$ cat src/hdl/cds_pkg.sv
package cds_pkg;

  localparam int unsigned KIND_W  = 2;
  localparam int unsigned DAY_W   = 5;
  localparam int unsigned MONTH_W = 4;
  localparam int unsigned YEAR_W  = 12;
  localparam int unsigned YOFF_W  = 7;

  localparam logic [KIND_W-1:0] KIND_DAY   = 2'd0;
  localparam logic [KIND_W-1:0] KIND_MONTH = 2'd1;
  localparam logic [KIND_W-1:0] KIND_YEAR  = 2'd2;

  localparam logic [YEAR_W-1:0] YEAR_MIN = 12'd2000;
  localparam logic [YEAR_W-1:0] YEAR_MAX = 12'd2099;
  localparam logic [YOFF_W-1:0] YOFF_MAX = 7'd99;

  localparam logic [MONTH_W-1:0] MONTH_JAN = 4'd1;
  localparam logic [MONTH_W-1:0] MONTH_FEB = 4'd2;
  localparam logic [MONTH_W-1:0] MONTH_APR = 4'd4;
  localparam logic [MONTH_W-1:0] MONTH_JUN = 4'd6;
  localparam logic [MONTH_W-1:0] MONTH_SEP = 4'd9;
  localparam logic [MONTH_W-1:0] MONTH_NOV = 4'd11;
  localparam logic [MONTH_W-1:0] MONTH_DEC = 4'd12;

  localparam logic [DAY_W-1:0] DAY_FIRST = 5'd1;

  typedef struct packed {
    logic [KIND_W-1:0]  kind;
    logic               step_down;
    logic               wrap_within;
    logic [DAY_W-1:0]   day;
    logic [MONTH_W-1:0] month;
    logic [YOFF_W-1:0]  yoff;
  } norm_t;

  typedef struct packed {
    logic               set_last;
    logic [DAY_W-1:0]   day;
    logic [MONTH_W-1:0] month;
    logic [YOFF_W-1:0]  yoff;
  } step_t;

  // The years are offsets from 2000, so only 2000 itself is a century and it is a
  // leap year: the leap rule reduces to the offset being a multiple of four.
  function automatic logic is_leap(input logic [YOFF_W-1:0] yoff);
    return yoff[1:0] == 2'b00;
  endfunction

  function automatic logic [DAY_W-1:0] month_len(input logic [MONTH_W-1:0] month,
                                                 input logic leap);
    logic [DAY_W-1:0] len;
    case (month) inside
      MONTH_FEB:                                 len = leap ? 5'd29 : 5'd28;
      MONTH_APR, MONTH_JUN, MONTH_SEP, MONTH_NOV: len = 5'd30;
      default:                                   len = 5'd31;
    endcase
    return len;
  endfunction

endpackage

$ cat src/hdl/cds_if.sv
interface cds_req_if;
  logic                         valid;
  logic                         ready;
  logic [cds_pkg::KIND_W-1:0]   kind;
  logic                         step_down;
  logic                         wrap_within;
  logic [cds_pkg::DAY_W-1:0]    day_in;
  logic [cds_pkg::MONTH_W-1:0]  month_in;
  logic [cds_pkg::YEAR_W-1:0]   year_in;

  modport source (output valid, kind, step_down, wrap_within, day_in, month_in, year_in,
                  input ready);
  modport sink (input valid, kind, step_down, wrap_within, day_in, month_in, year_in,
                output ready);
endinterface

interface cds_rsp_if;
  logic                         valid;
  logic                         ready;
  logic [cds_pkg::DAY_W-1:0]    day_out;
  logic [cds_pkg::MONTH_W-1:0]  month_out;
  logic [cds_pkg::YEAR_W-1:0]   year_out;

  modport source (output valid, day_out, month_out, year_out, input ready);
  modport sink (input valid, day_out, month_out, year_out, output ready);
endinterface

$ cat src/hdl/cds_norm.sv
module cds_norm (
  input  logic           clk_i,
  input  logic           rst_ni,
  cds_req_if.sink        req_i,
  output logic           valid_o,
  input  logic           ready_i,
  output cds_pkg::norm_t data_o
);
  import cds_pkg::*;

  logic  valid_q;
  norm_t data_q;
  norm_t data_d;
  logic  load;

  assign req_i.ready = !valid_q || ready_i;
  assign load        = req_i.valid && req_i.ready;

  always_comb begin
    data_d.kind        = req_i.kind;
    data_d.step_down   = req_i.step_down;
    data_d.wrap_within = req_i.wrap_within;
    data_d.day         = (req_i.day_in == '0) ? DAY_FIRST : req_i.day_in;
    if (req_i.month_in < MONTH_JAN) begin
      data_d.month = MONTH_JAN;
    end else if (req_i.month_in > MONTH_DEC) begin
      data_d.month = MONTH_DEC;
    end else begin
      data_d.month = req_i.month_in;
    end
    if (req_i.year_in < YEAR_MIN) begin
      data_d.yoff = '0;
    end else if (req_i.year_in > YEAR_MAX) begin
      data_d.yoff = YOFF_MAX;
    end else begin
      data_d.yoff = YOFF_W'(req_i.year_in - YEAR_MIN);
    end
  end

  always_ff @(posedge clk_i or negedge rst_ni) begin
    if (!rst_ni) begin
      valid_q <= 1'b0;
    end else if (req_i.ready) begin
      valid_q <= req_i.valid;
    end
  end

  always_ff @(posedge clk_i) begin
    if (load) begin
      data_q <= data_d;
    end
  end

  assign valid_o = valid_q;
  assign data_o  = data_q;
endmodule

$ cat src/hdl/cds_step.sv
module cds_step (
  input  logic           clk_i,
  input  logic           rst_ni,
  input  logic           valid_i,
  output logic           ready_o,
  input  cds_pkg::norm_t data_i,
  output logic           valid_o,
  input  logic           ready_i,
  output cds_pkg::step_t data_o
);
  import cds_pkg::*;

  logic             valid_q;
  step_t            data_q;
  step_t            data_d;
  logic [DAY_W-1:0] len;
  logic [DAY_W-1:0] day;

  assign ready_o = !valid_q || ready_i;

  assign len = month_len(data_i.month, is_leap(data_i.yoff));
  assign day = (data_i.day > len) ? len : data_i.day;

  always_comb begin
    data_d.set_last = 1'b0;
    data_d.day      = day;
    data_d.month    = data_i.month;
    data_d.yoff     = data_i.yoff;
    case (data_i.kind)
      KIND_DAY: begin
        if (data_i.step_down) begin
          if (day == DAY_FIRST) begin
            if (!data_i.wrap_within) begin
              data_d.month = (data_i.month == MONTH_JAN) ? MONTH_DEC : data_i.month - 1'b1;
            end
            data_d.set_last = 1'b1;
          end else begin
            data_d.day = day - 1'b1;
          end
        end else begin
          if (day >= len) begin
            if (!data_i.wrap_within) begin
              data_d.month = (data_i.month == MONTH_DEC) ? MONTH_JAN : data_i.month + 1'b1;
            end
            data_d.day = DAY_FIRST;
          end else begin
            data_d.day = day + 1'b1;
          end
        end
      end
      KIND_MONTH: begin
        if (data_i.step_down) begin
          if (data_i.month == MONTH_JAN) begin
            data_d.month = MONTH_DEC;
            if (!data_i.wrap_within && data_i.yoff != '0) begin
              data_d.yoff = data_i.yoff - 1'b1;
            end
          end else begin
            data_d.month = data_i.month - 1'b1;
          end
        end else begin
          if (data_i.month == MONTH_DEC) begin
            data_d.month = MONTH_JAN;
            if (!data_i.wrap_within && data_i.yoff != YOFF_MAX) begin
              data_d.yoff = data_i.yoff + 1'b1;
            end
          end else begin
            data_d.month = data_i.month + 1'b1;
          end
        end
      end
      KIND_YEAR: begin
        if (data_i.step_down) begin
          if (data_i.yoff != '0) begin
            data_d.yoff = data_i.yoff - 1'b1;
          end
        end else if (data_i.yoff != YOFF_MAX) begin
          data_d.yoff = data_i.yoff + 1'b1;
        end
      end
      default: begin
      end
    endcase
  end

  always_ff @(posedge clk_i or negedge rst_ni) begin
    if (!rst_ni) begin
      valid_q <= 1'b0;
    end else if (ready_o) begin
      valid_q <= valid_i;
    end
  end

  always_ff @(posedge clk_i) begin
    if (valid_i && ready_o) begin
      data_q <= data_d;
    end
  end

  assign valid_o = valid_q;
  assign data_o  = data_q;
endmodule

$ cat src/hdl/cds_clamp.sv
module cds_clamp (
  input  logic           clk_i,
  input  logic           rst_ni,
  input  logic           valid_i,
  output logic           ready_o,
  input  cds_pkg::step_t data_i,
  cds_rsp_if.source      rsp_o
);
  import cds_pkg::*;

  logic               valid_q;
  logic [DAY_W-1:0]   day_q;
  logic [MONTH_W-1:0] month_q;
  logic [YEAR_W-1:0]  year_q;
  logic [DAY_W-1:0]   len;
  logic [DAY_W-1:0]   day_d;

  assign ready_o = !valid_q || rsp_o.ready;

  assign len   = month_len(data_i.month, is_leap(data_i.yoff));
  assign day_d = (data_i.set_last || data_i.day > len) ? len : data_i.day;

  always_ff @(posedge clk_i or negedge rst_ni) begin
    if (!rst_ni) begin
      valid_q <= 1'b0;
    end else if (ready_o) begin
      valid_q <= valid_i;
    end
  end

  always_ff @(posedge clk_i) begin
    if (valid_i && ready_o) begin
      day_q   <= day_d;
      month_q <= data_i.month;
      year_q  <= YEAR_MIN + YEAR_W'(data_i.yoff);
    end
  end

  assign rsp_o.valid     = valid_q;
  assign rsp_o.day_out   = day_q;
  assign rsp_o.month_out = month_q;
  assign rsp_o.year_out  = year_q;
endmodule

$ cat src/hdl/calendar_date_stepper.sv
// A result passes the normalise, step and clamp registers in that order before it is
// valid. Throughput: one item per cycle while the response is taken, through three
// register stages (normalise the date, step it, clamp the day to the month length);
// each stage holds while it is full and the next stage cannot take its item.
// Reset clears the valid bit of every stage; the date registers are not reset.
module calendar_date_stepper (
  input  logic      clk_i,
  input  logic      rst_ni,
  cds_req_if.sink   req_i,
  cds_rsp_if.source rsp_o
);
  import cds_pkg::*;

  logic  norm_valid;
  logic  norm_ready;
  norm_t norm_data;
  logic  step_valid;
  logic  step_ready;
  step_t step_data;

  cds_norm u_norm (
    .clk_i   (clk_i),
    .rst_ni  (rst_ni),
    .req_i   (req_i),
    .valid_o (norm_valid),
    .ready_i (norm_ready),
    .data_o  (norm_data)
  );

  cds_step u_step (
    .clk_i   (clk_i),
    .rst_ni  (rst_ni),
    .valid_i (norm_valid),
    .ready_o (norm_ready),
    .data_i  (norm_data),
    .valid_o (step_valid),
    .ready_i (step_ready),
    .data_o  (step_data)
  );

  cds_clamp u_clamp (
    .clk_i   (clk_i),
    .rst_ni  (rst_ni),
    .valid_i (step_valid),
    .ready_o (step_ready),
    .data_i  (step_data),
    .rsp_o   (rsp_o)
  );

  a_norm_range: assert property (@(posedge clk_i) disable iff (!rst_ni)
    norm_valid |-> (norm_data.month >= MONTH_JAN && norm_data.month <= MONTH_DEC &&
                    norm_data.day != '0 && norm_data.yoff <= YOFF_MAX))
    else $error("Normalised date out of range.");

  a_step_hold: assert property (@(posedge clk_i) disable iff (!rst_ni)
    step_valid && !step_ready |=> step_valid && $stable(step_data))
    else $error("Stepped item changed while stalled.");

  a_out_range: assert property (@(posedge clk_i) disable iff (!rst_ni)
    rsp_o.valid |-> (rsp_o.month_out >= MONTH_JAN && rsp_o.month_out <= MONTH_DEC &&
                     rsp_o.day_out != '0 && rsp_o.year_out >= YEAR_MIN &&
                     rsp_o.year_out <= YEAR_MAX))
    else $error("Result date out of range.");
endmodule
$ cat src/flat_wrapper.sv
// flat-port wrapper written by rule: the top's interface ports become plain ports
module calendar_date_stepper_flat import cds_pkg::*;
  (clk_i, rst_ni, req_i_valid, req_i_kind, req_i_step_down, req_i_wrap_within, req_i_day_in, req_i_month_in, req_i_year_in, req_i_ready, rsp_o_valid, rsp_o_day_out, rsp_o_month_out, rsp_o_year_out, rsp_o_ready);
  cds_req_if req_i_i ();
  cds_rsp_if rsp_o_i ();
  input  logic clk_i;
  input  logic rst_ni;
  input wire logic [$bits(req_i_i.valid)-1:0] req_i_valid;
  input wire logic [$bits(req_i_i.kind)-1:0] req_i_kind;
  input wire logic [$bits(req_i_i.step_down)-1:0] req_i_step_down;
  input wire logic [$bits(req_i_i.wrap_within)-1:0] req_i_wrap_within;
  input wire logic [$bits(req_i_i.day_in)-1:0] req_i_day_in;
  input wire logic [$bits(req_i_i.month_in)-1:0] req_i_month_in;
  input wire logic [$bits(req_i_i.year_in)-1:0] req_i_year_in;
  output wire logic [$bits(req_i_i.ready)-1:0] req_i_ready;
  output wire logic [$bits(rsp_o_i.valid)-1:0] rsp_o_valid;
  output wire logic [$bits(rsp_o_i.day_out)-1:0] rsp_o_day_out;
  output wire logic [$bits(rsp_o_i.month_out)-1:0] rsp_o_month_out;
  output wire logic [$bits(rsp_o_i.year_out)-1:0] rsp_o_year_out;
  input wire logic [$bits(rsp_o_i.ready)-1:0] rsp_o_ready;
  assign req_i_i.valid = req_i_valid;
  assign req_i_i.kind = req_i_kind;
  assign req_i_i.step_down = req_i_step_down;
  assign req_i_i.wrap_within = req_i_wrap_within;
  assign req_i_i.day_in = req_i_day_in;
  assign req_i_i.month_in = req_i_month_in;
  assign req_i_i.year_in = req_i_year_in;
  assign req_i_ready = req_i_i.ready;
  assign rsp_o_valid = rsp_o_i.valid;
  assign rsp_o_day_out = rsp_o_i.day_out;
  assign rsp_o_month_out = rsp_o_i.month_out;
  assign rsp_o_year_out = rsp_o_i.year_out;
  assign rsp_o_i.ready = rsp_o_ready;
  calendar_date_stepper u_core (.clk_i(clk_i), .rst_ni(rst_ni), .req_i(req_i_i), .rsp_o(rsp_o_i));
endmodule
$ cat config.mk
export PLATFORM = sky130hd
export DESIGN_NAME = calendar_date_stepper_flat
export DESIGN_NICKNAME = d
export VERILOG_FILES = /design/src/hdl/cds_pkg.sv /design/src/hdl/cds_if.sv /design/src/hdl/cds_norm.sv /design/src/hdl/cds_step.sv /design/src/hdl/cds_clamp.sv /design/src/hdl/calendar_date_stepper.sv /design/src/flat_wrapper.sv
export SDC_FILE = /design/constraint.sdc
export NUM_CORES = 1
export LEC_CHECK = 0
export ABC_AREA = 1
export BUFFER_PORTS_ARGS = -buffer_cell sky130_fd_sc_hd__buf_2
export CAP_MARGIN = 20
export CORE_MARGIN = 2
export CORE_UTILIZATION = 30
export DETAILED_ROUTE_END_ITERATION = 16
export PLACE_DENSITY = 0.47
export SYNTH_ARGS = -nofsm -noshare
export SYNTH_HDL_FRONTEND = slang
export SYNTH_SLANG_ARGS = --single-unit
$ cat constraint.sdc
create_clock -name clk_i -period 4 [get_ports clk_i]
set_input_delay 0.2 -clock clk_i [delete_from_list [all_inputs] [get_ports clk_i]]
set_output_delay 0.2 -clock clk_i [all_outputs]
set_load 0.01 [all_outputs]
==> reports/metrics.cfg, run 1 <==
[run_status]
status = finished, final reports clean

[sta]
fin_setup_tns_ns = 0
maxSlewHeadroom_pct = 34.0
fin_worst_skew_ns = 0.00923
slew_violations = 0
tightest_slew_ns = 0.990
timing.final.crit_period_ns = 3.54
post-route-period-util_pct = 88.6
setup_violations = 0
rsz0062_at_grt = no
fmax_ghz = 0.282
finalHoldViolations = 0

[power]
switchingPower_mw = 0.635
swShare_pct = 31.1
pwr-share-seq_pct = 44.2
ir_drop_mv = 0.280
pwr_density_cell_nw_per_um2 = 454
intPower_mw = 1.41
p_leak_nw = 1.98
power_frac_clock_pct = 33.5
power_mw = 2.04
power.share.combinational_pct = 22.3

[clock_tree]
ctsResizeCount = 0
cts_buffers = 9
clkSinkCount = 59
htree_levels = 3
cts_tree = done
clockBufferDepth = 2
clkTransAtPathRegs_ns = 0.06
cts-root-buf = clkbuf_16
insertion_delay_ns = 0.34

[global_route]
grt_max_degree = 23
overflow = 0
grt_usage_pct = 13.0
antenna_found_initial = 0
grt_pass1_vias = 2933
grt_pass1_wl_mm = 14.2

[cells_and_area]
fillers = 1284
multiInputGateArea_sq_um = 1770
ff_latch_area_sq_um = 1760
stdcell_count = 675
postLayoutCoreUtil_pct = 35.8
area_growth_pct = 16.7
nets = 550
final_layout_size_suffix_gt1_share_pct = 17.5
n_antenna_cell = 0

[yosys]
avgSynthCellArea_sq_um = 8.52
synth_warnings = 0
postSynthCellCount = 453
syn_nets = 505
yosysUniqueCellTypes = 41
synth-seq-cells = 59
synth_area_sq_um = 3860
synth-compound-area-share_pct = 12.9
synth.area.mux_share_pct = 0
synth-simple-area-share_pct = 22.1
ys_seq_area_share_pct = 45.5
synth_top_family_by_area = simple AND/OR/NAND/NOR gates
synth_xor_area_share_pct = 3.40
synth-adder-area-share_pct = 7.46

[min_path]
whs_path_depth = 1
hp-class = in2reg

[setup_path]
cp_common_cell = nand2_1
ff2ff_setup_slack_ns = 0.46
worstSetupPathType = reg2reg
critPathMaxStageDelay_ns = 0.44
r2r_cells = 18
r2r-end = u_core.u_step.data_o[7]
cp_max_fo = 8
worstPathArrival_ns = 3.63
cp.depth = 18
crit_path_end_kind = flip-flop
cp_slowest_cell = edfxtp_1
reg2reg_from = u_core.u_norm.data_o[7]
worst-path-buf-inv = 1
worstSetupStartpoint = u_core.u_norm.data_o[7]
crit_chain = inv_1 -> ha_1 -> o21ai_0 -> nand2_1 -> nor2_4 -> ha_1 -> nand2_1 -> nand2_4 -> nand2_1 -> o21ai_4 -> ha_1 -> o21ai_0 -> nand2_1 -> nand3_1 -> nor2_1 -> o21ai_0 -> nand3_1 -> o211ai_1
required_ns = 4.08
crit_family = simple AND/OR/NAND/NOR gates
worstSetupStartpointType = flip-flop
crit_end = u_core.u_step.data_o[7]

[placed_design]
hpwl_mm = 6.38
routabilityCongestion = 0.901
place_inst = 658
io_buffers = 51

[floorplan]
die_area_sq_um = 13800
rows = 41
die_x_um = 117
dieHeight_um = 117
start_util_pct = 30.7
core_area_sq_um = 12600
io_pins = 52

[route]
vias = 3146
post_drt_wl_per_cell_um = 12.6
vias_per_cell = 4.66
drcViolationCount = 0
ant_nets = 0
drt_iter0_drc = 240
wl_mm = 8.51
drtPass1Iterations = 5

[run]
cap_violations = 0

synth_stat cells:
master	count	area, sq um
nand3_1	25	125
o21ai_0	26	130
nand2_2	3	18.8
nand4_1	4	25.0
or2_0	1	6.26
clkbuf_1	8	30.0
buf_6	2	22.5
nor3_1	6	30.0
inv_2	3	11.3
a211oi_1	1	7.51
o2111ai_1	1	8.76
nand4_2	1	12.5
o21ai_1	2	10.0
xnor2_1	4	35.0
nor3_2	1	10.0
nor4_1	1	6.26
nand3_2	1	10.0
buf_4	3	22.5
nor2_1	38	143
or2_2	4	25.0
buf_2	5	25.0
xor2_1	11	96.3
a22oi_1	1	7.51
a31oi_1	2	12.5
nand2_1	93	349
a21oi_1	36	180
inv_1	59	221
nor2_2	5	31.3
o31ai_1	1	7.51
o22ai_1	6	37.5
o311ai_0	1	8.76
nand2_4	3	33.8
ha_1	23	288
o41ai_1	1	8.76
o21ai_4	1	16.3
nor2_4	2	22.5
and2_1	1	6.26
edfxtp_1	56	1680
o211ai_1	7	52.6
dfrtp_1	3	75.1
o221ai_1	1	8.76
state kept, by name, summed over array words and instances (netlist names):
| name | flops |
|---|---|
| u_core.u_norm.valid_o | 1 |
| u_core.u_clamp.rsp_o.day_out | 5 |
| u_core.u_clamp.rsp_o.valid | 1 |
| u_core.u_step.valid_o | 1 |
| u_core.u_step.data_o | 17 |
| u_core.u_clamp.rsp_o.year_out | 10 |
| u_core.u_clamp.rsp_o.month_out | 4 |
| u_core.u_norm.data_o | 20 |
timing repair:
action                                 CTS  global route
endpoints found under the hold margin    3             0
setup buffers                            0             0
hold buffers                             1             0
power by group through the flow:
stage	combinational, mW	clock, mW	sequential (mW)
finish	0.456	0.685	0.904
global route	0.519	0.735	0.920
CTS	0.460	0.710	0.904
detailed placement	0.457	0	0.916
global placement	0.454	0	0.913
floorplan	0.310	0	0.916
layer usage:
layer  routed length [um]  GRT usage [%]  part of all wire [%]  up-vias
li1                     -              -                     -     1614
met1                 4200           17.6                    49     1430
met2                 3650           19.2                    43       94
met3                  529           4.13                   6.2        8
met4                  127           4.97                   1.5        0
met5                    0              0                     0        -
cell usage in the layout, fill, tap and decap left out, types with 3 or more instances in the layout:
cell type   n
nand2_4     3
buf_2      51
nand2_2     3
a21oi_1    35
nor2_1     38
nand2_1    93
xor2_1     11
nor2_2      5
o22ai_1     6
or2_2       4
inv_2       3
xnor2_1     4
nand3_1    25
inv_1      59
o211ai_1    7
nor3_1      6
ha_1       23
dfrtp_1     3
clkbuf_16   9
edfxtp_1   56
o21ai_0    26
clkinv_1    3
nand4_1     4
cells by family (layout without fill, tap and decap cells):
logic type | after synthesis | in the layout
flops | 59 | 59
xor+xnor | 15 | 15
simple gates | 189 | 189
buf+inv | 80 | 130
compound gates | 87 | 87
fa+ha+maj | 23 | 23
area by class of cell:
cell class | count | area share [%]
inverters | 62 | 5.17
well taps | 172 | 4.78
multi-input cells | 314 | 39.4
repair buffers | 52 | 5.89
clock inverters | 6 | 0.722
clock buffers | 10 | 5.08
flip-flops and latches | 59 | 39.0
stage by stage:
stage          instance area, sq um  hold WS [ns]  worst slack, ns
2_1_floorplan                  3860       -0.0956            0.932
3_3_place_gp                   4230      -0.00275            0.612
3_5_place_dp                   4230    -0.0000573            0.508
4_1_cts                        4510        0.0201            0.505
5_1_grt                        4510        0.0212          0.00396
6_report                       4510        0.0363            0.456
how the worst min path moves through the flow:
stage                      startpoint                    endpoint  slack [ns]
finish              req_i_wrap_within    u_core.u_norm.data_o[16]        0.04
global route            req_i_kind[0]    u_core.u_norm.data_o[18]        0.02
CTS                     req_i_kind[0]    u_core.u_norm.data_o[18]        0.02
detailed placement             rst_ni       u_core.u_norm.valid_o    -0.00006
global placement               rst_ni       u_core.u_norm.valid_o      -0.003
floorplan                      rst_ni  u_core.u_clamp.rsp_o.valid        -0.1
No activity file was read; power rests on OpenSTA's default activity.
==> inputs of run 2 (changes only) <==
Settings changed: GPL_TIMING_DRIVEN set to 0.
==> run 2 against run 1 <==
  * Clock skew shrank 0.0040 ns
  * Worst setup slack got worse by 0.045 ns
  * Count of clock-buffer cells in the layout is 2 higher
  * Via count fell by 1.5%
  * Die area stayed put
  * Global-route usage fell by 0.73 points
  * Non-clock buffer count up 19
  * First-iteration DRC count rose by 0.42%
  * Fmax decreased by 1.3%
  * Total power grew 2.5%
  * Core utilization up 1.1 points
  * Critical path type unchanged
  * Highest routed layer unchanged
==> reports/metrics.cfg, run 2 (same netlist as run 1, synthesis figures left out) <==
[floorplan]
die_x_um = 117  ; unchanged
dieHeight_um = 117  ; unchanged
start_util_pct = 30.7  ; unchanged
rows = 41  ; unchanged
io_pins = 52  ; unchanged
core_area_sq_um = 12600  ; unchanged
die_area_sq_um = 13800  ; unchanged

[route]
drt_iter0_drc = 241  ; +0.42%
drtPass1Iterations = 4  ; -1
post_drt_wl_per_cell_um = 11.6  ; -8.1%
wl_mm = 8.05  ; -5.5%
ant_nets = 0  ; unchanged
drcViolationCount = 0  ; unchanged
vias_per_cell = 4.47  ; -4.2%
vias = 3099  ; -1.5%

[clock_tree]
cts-root-buf = clkbuf_16
ctsResizeCount = 0  ; unchanged
clkTransAtPathRegs_ns = 0.05  ; about the same
holdBufCountCts = 1  ; unchanged
cts_buffers = 9  ; unchanged
cts_tree = done
insertion_delay_ns = 0.32  ; -0.02 ns
htree_levels = 3  ; unchanged
clkSinkCount = 59  ; unchanged
clockBufferDepth = 2  ; unchanged
cts_setup_buffers = 0  ; unchanged

[setup_path]
r2r_cells = 18  ; unchanged
worstPathArrival_ns = 3.65  ; +0.02 ns
crit_path_end_kind = flip-flop
cp_max_fo = 8  ; unchanged
required_ns = 4.06  ; -0.02 ns
worstSetupStartpointType = flip-flop
worstSetupPathType = reg2reg

[sta]
fmax_ghz = 0.279  ; -1.3%
fin_worst_skew_ns = 0.00520  ; -0.00402 ns
post-route-period-util_pct = 89.7  ; +1.1 points
setup_violations = 0  ; unchanged
fin_setup_tns_ns = 0  ; unchanged
timing.final.crit_period_ns = 3.59  ; +0.0454 ns
rsz0062_at_grt = no
maxSlewHeadroom_pct = 53.0  ; +19 points
whs_ns = 0.0591  ; +0.0228 ns
slew_violations = 0  ; unchanged
finalHoldViolations = 0  ; unchanged
tightest_slew_ns = 0.704  ; -0.286 ns

[global_route]
overflow = 0  ; unchanged
grt_pass1_vias = 2916  ; -0.58%
grt_usage_pct = 12.2  ; -0.73 points
antenna_found_initial = 0  ; unchanged
grt_max_degree = 21  ; -8.7%
grt_pass1_wl_mm = 13.9  ; -2.1%

[placed_design]
hpwl_mm = 6.13  ; -3.9%
io_buffers = 51  ; unchanged
routabilityCongestion = 0.914  ; +1.4%
placed_cell_area_sq_um = 4350  ; +2.7%

[min_path]
whs_path_depth = 1  ; unchanged
hp-class = in2reg

[power]
power.share.combinational_pct = 23.4  ; +1.1 points
p_leak_nw = 2.06  ; +3.9%
swShare_pct = 30.0  ; -1.1 points
ir_drop_mv = 0.181  ; -36%
switchingPower_mw = 0.628  ; -1.1%
pwr-share-seq_pct = 42.3  ; -1.9 points
intPower_mw = 1.47  ; +4.2%
pwr_density_cell_nw_per_um2 = 452  ; -0.48%
power_mw = 2.10  ; +2.5%
power_frac_clock_pct = 34.4  ; +0.9 points

[cells_and_area]
n_antenna_cell = 0  ; unchanged
final_cell_mix = nand2_1, inv_1, buf_2, edfxtp_1, nor2_1
nets = 569  ; +3.5%
fin_area_sq_um = 4640  ; +3.0%
final_layout_size_suffix_gt1_share_pct = 19.5  ; +2.0 points
mostFrequentLayoutCell = nand2_1
largest_register_ffs = 20  ; unchanged
area_growth_pct = 20.3
postLayoutCoreUtil_pct = 36.9  ; +1.1 points
fillers = 1275  ; -0.70%

[run]
cap_violations = 0  ; unchanged

[run_status]
status = finished, final reports clean

run 2: cell count changes in the layout (fill, tap and decap cells not counted):
cell | previous run | this run
buf_2 | 51 | 56
buf_4 | 0 | 3
buf_6 | 0 | 2
buf_8 | 0 | 1
clkbuf_1 | 1 | 9
clkbuf_8 | 0 | 2
clkinv_1 | 3 | 0
clkinv_2 | 1 | 2
run 2: critical path: stages (launching register included):
cell,delay [ns]
edfxtp_1,0.46
inv_1,0.18
ha_1,0.30
o21ai_0,0.18
nand2_1,0.10
nor2_4,0.16
ha_1,0.27
nand2_1,0.14
nand2_4,0.09
nand2_1,0.11
o21ai_4,0.10
ha_1,0.28
o21ai_0,0.08
nand2_1,0.06
nand3_1,0.08
nor2_1,0.35
o21ai_0,0.17
nand3_1,0.10
o211ai_1,0.09
run 2: path summary, 6_finish.rpt:
| path | start | end | slack, ns |
|---|---|---|---|
| min | req_i_kind[1] | u_core.u_norm.data_o[19] | 0.06 |
| min in group asynchronous | rst_ni | u_core.u_step.valid_o | 0.21 |
| max in group asynchronous | rst_ni | u_core.u_norm.valid_o | 3.68 |
| max | u_core.u_norm.data_o[7] | u_core.u_step.data_o[8] | 0.41 |
| min reg2reg | u_core.u_step.data_o[2] | u_core.u_clamp.rsp_o.year_out[2] | 0.42 |
| max reg2reg | u_core.u_norm.data_o[7] | u_core.u_step.data_o[8] | 0.41 |
run 2: power groups by stage:
| stage | logic, mW | clock network (mW) | registers [mW] |
|---|---|---|---|
| global route | 0.559 | 0.773 | 0.902 |
| floorplan | 0.310 | 0 | 0.916 |
| detailed placement | 0.492 | 0 | 0.900 |
| finish | 0.490 | 0.721 | 0.886 |
| CTS | 0.494 | 0.745 | 0.888 |
| global placement | 0.476 | 0 | 0.898 |
run 2: layer usage:
| layer | GRT usage (%) | share of wire (%) | vias to the layer above | wire, um |
|---|---|---|---|---|
| li1 | - | - | 1653 | - |
| met1 | 17.5 | 51 | 1353 | 4120 |
| met2 | 18.1 | 42 | 89 | 3390 |
| met3 | 2.68 | 5.5 | 4 | 444 |
| met4 | 4.59 | 1.1 | 0 | 87 |
| met5 | 0 | 0 | - | 0 |
run 2: layout make-up:
class | count | area (sq um) | share of cell area (%)
plain buffers | 18 | 100 | 2.16
clock buffers | 12 | 256 | 5.53
clock inverters | 4 | 26.3 | 0.566
inverters | 62 | 233 | 5.01
multi-input cells | 314 | 1770 | 38.2
flip-flops and latches | 59 | 1760 | 37.8
well taps | 172 | 215 | 4.64
repair buffers | 53 | 280 | 6.04
run 2: stage by stage:
step,worst slack (ns),instances
after floorplan,0.932,453
after global placement,0.479,676
after detailed placement,0.442,677
after CTS,0.423,694
after global routing,0.0343,694
final,0.411,694
==> inputs of run 3 (changes only) <==
Settings changed: CTS_BUF_LIST set to sky130_fd_sc_hd__clkbuf_16.
==> run 3 against run 2 <==
  * Core utilization down 0.16 points
  * Cell area down 0.43%
  * Via count up 0.55%
  * Combinational power about the same
  * Worst setup slack worse by 0.023 ns
  * Final cell count unchanged
  * Wire length up 0.55%
  * Non-clock buffer count unchanged
  * Total power down 1.8%
  * Flip-flop and latch count unchanged
  * Sequential share of layout area up 0.16 points
  * First-iteration DRC count up 9.1%
  * Highest routed layer unchanged
==> reports/metrics.cfg, run 3 (same netlist as run 1, synthesis figures left out) <==
[floorplan]
die_x_um = 117  ; unchanged
die_area_sq_um = 13800  ; unchanged
rows = 41  ; unchanged
io_pins = 52  ; unchanged
start_util_pct = 30.7  ; unchanged
dieHeight_um = 117  ; unchanged
core_area_sq_um = 12600  ; unchanged

[power]
intPower_mw = 1.43  ; -2.8%
switchingPower_mw = 0.630  ; +0.37%
power_frac_clock_pct = 33.1  ; -1.3 points
pwr-share-seq_pct = 43.1  ; +0.8 points
swShare_pct = 30.6  ; +0.68 points
pwr_density_cell_nw_per_um2 = 445  ; -1.4%
power.share.combinational_pct = 23.8  ; +0.4 points
ir_drop_mv = 0.183  ; +1.0%
power_mw = 2.06  ; -1.8%
p_leak_nw = 2.05  ; -0.34%

[setup_path]
worst-path-buf-inv = 1  ; unchanged
worstSetupPathType = reg2reg
cp_max_fo = 8  ; unchanged
worstPathArrival_ns = 3.68  ; +0.03 ns
crit_path_end_kind = flip-flop
required_ns = 4.06  ; about the same
critPathMaxStageDelay_ns = 0.46  ; about the same
cp_common_cell = nand2_1
worstSetupStartpointType = flip-flop
crit_chain = inv_1 -> ha_1 -> o21ai_0 -> nand2_1 -> nor2_4 -> ha_1 -> nand2_1 -> nand2_4 -> nand2_1 -> o21ai_4 -> ha_1 -> o21ai_0 -> nand2_1 -> nand3_1 -> nor2_1 -> o21ai_0 -> nand3_1 -> o211ai_1
cp_slowest_cell = edfxtp_1
crit_family = simple AND/OR/NAND/NOR gates

[clock_tree]
cts-root-buf = clkbuf_16
clkTransAtPathRegs_ns = 0.05  ; about the same
insertion_delay_ns = 0.32  ; about the same
htree_levels = 3  ; unchanged
clkSinkCount = 59  ; unchanged
clockBufferDepth = 2  ; unchanged
cts_buffers = 9  ; unchanged
cts_tree = done
ctsResizeCount = 0  ; unchanged

[cells_and_area]
final_cell_mix = nand2_1, inv_1, buf_2, edfxtp_1, nor2_1
area_growth_pct = 19.7
stdcell_count = 694  ; unchanged
final_layout_size_suffix_gt1_share_pct = 19.2  ; -0.38 points
n_antenna_cell = 0  ; unchanged
mostFrequentLayoutCell = nand2_1
nets = 569  ; unchanged
largest_register_ffs = 20  ; unchanged

[placed_design]
routabilityCongestion = 0.914  ; unchanged
place_inst = 677  ; unchanged
hpwl_mm = 6.13  ; unchanged
io_buffers = 51  ; unchanged

[sta]
fin_setup_tns_ns = 0  ; unchanged
slew_violations = 0  ; unchanged
fmax_ghz = 0.277  ; -0.64%
finalHoldViolations = 0  ; unchanged
tightest_slew_ns = 0.709  ; +0.00566 ns
timing.final.crit_period_ns = 3.61  ; +0.0230 ns
rsz0062_at_grt = no
fin_worst_skew_ns = 0.00543  ; +0.000225 ns
maxSlewHeadroom_pct = 52.7  ; -0.38 points
post-route-period-util_pct = 90.3  ; +0.57 points
setup_violations = 0  ; unchanged

[route]
post_drt_wl_per_cell_um = 11.7  ; +0.55%
drt_iter0_drc = 263  ; +9.1%
ant_nets = 0  ; unchanged
drcViolationCount = 0  ; unchanged
drtPass1Iterations = 5  ; +1
vias_per_cell = 4.49  ; +0.55%
wl_mm = 8.09  ; +0.55%
vias = 3116  ; +0.55%

[run_status]
status = finished, final reports clean

[global_route]
overflow = 0  ; unchanged
grt_pass1_vias = 2907  ; -0.31%
grt_usage_pct = 12.2  ; -0.041 points
grt_pass1_wl_mm = 13.9  ; -0.25%
grt_max_degree = 21  ; unchanged
antenna_found_initial = 0  ; unchanged

[min_path]
hp-class = in2reg

[run]
cap_violations = 0  ; unchanged

## run 3: cell type report
| class | count | area (sq um) |
|---|---|---|
| Sequential cell | 59 | 1760 |
| Inverter | 62 | 233 |
| Tap cell | 172 | 215 |
| Buffer | 18 | 100 |
| Fill cell | 1279 | 7950 |
| Multi-Input combinational cell | 314 | 1770 |
| Clock buffer | 9 | 225 |
| Clock inverter | 7 | 37.5 |
| Timing Repair Buffer | 53 | 280 |
## run 3: what timing repair did
item / 4_1_cts / 5_1_grt
hold endpoints to repair: 3 / 0
hold buffers: 1 / 0
setup buffers: 0 / 0
## run 3: power by group through the flow
| stage | combinational, mW | clock [mW] | sequential (mW) |
|---|---|---|---|
| final | 0.491 | 0.681 | 0.886 |
| after global routing | 0.559 | 0.730 | 0.902 |
| after CTS | 0.494 | 0.703 | 0.888 |
| after detailed placement | 0.492 | 0 | 0.900 |
| after global placement | 0.476 | 0 | 0.898 |
| after floorplan | 0.310 | 0 | 0.916 |
## run 3: final timing paths
check / startpoint / endpoint / slack (ns) / cells after the start
worst max-delay path: u_core.u_norm.data_o[7] / u_core.u_step.data_o[8] / 0.39 / 18
worst min-delay path: req_i_kind[0] / u_core.u_norm.data_o[18] / 0.06 / 1
worst max register to register: u_core.u_norm.data_o[7] / u_core.u_step.data_o[8] / 0.39 / 18
worst min register to register: u_core.u_step.data_o[2] / u_core.u_clamp.rsp_o.year_out[2] / 0.42 / 0
max in group asynchronous: rst_ni / u_core.u_norm.valid_o / 3.69 / 2
min in group asynchronous: rst_ni / u_core.u_step.valid_o / 0.20 / 2
## run 3: metal layers
layer	vias to the layer above	track usage [%]	routed length, um
li1	1649	-	-
met1	1351	17.4	4120
met2	107	18.0	3370
met3	9	2.68	483
met4	0	4.59	114
met5	-	0	0
## run 3: metrics by stage
stage | cell area (sq um) | hold slack, ns | worst slack (ns) | utilization, %
floorplan | 3860 | -0.0956 | 0.932 | -
global placement | 4330 | -0.00291 | 0.479 | 34.5
detailed placement | 4350 | 0.000977 | 0.442 | 34.6
CTS | 4620 | 0.0463 | 0.424 | 36.8
global route | 4620 | 0.0502 | 0.0343 | 36.8
finish | 4620 | 0.0570 | 0.388 | 36.8
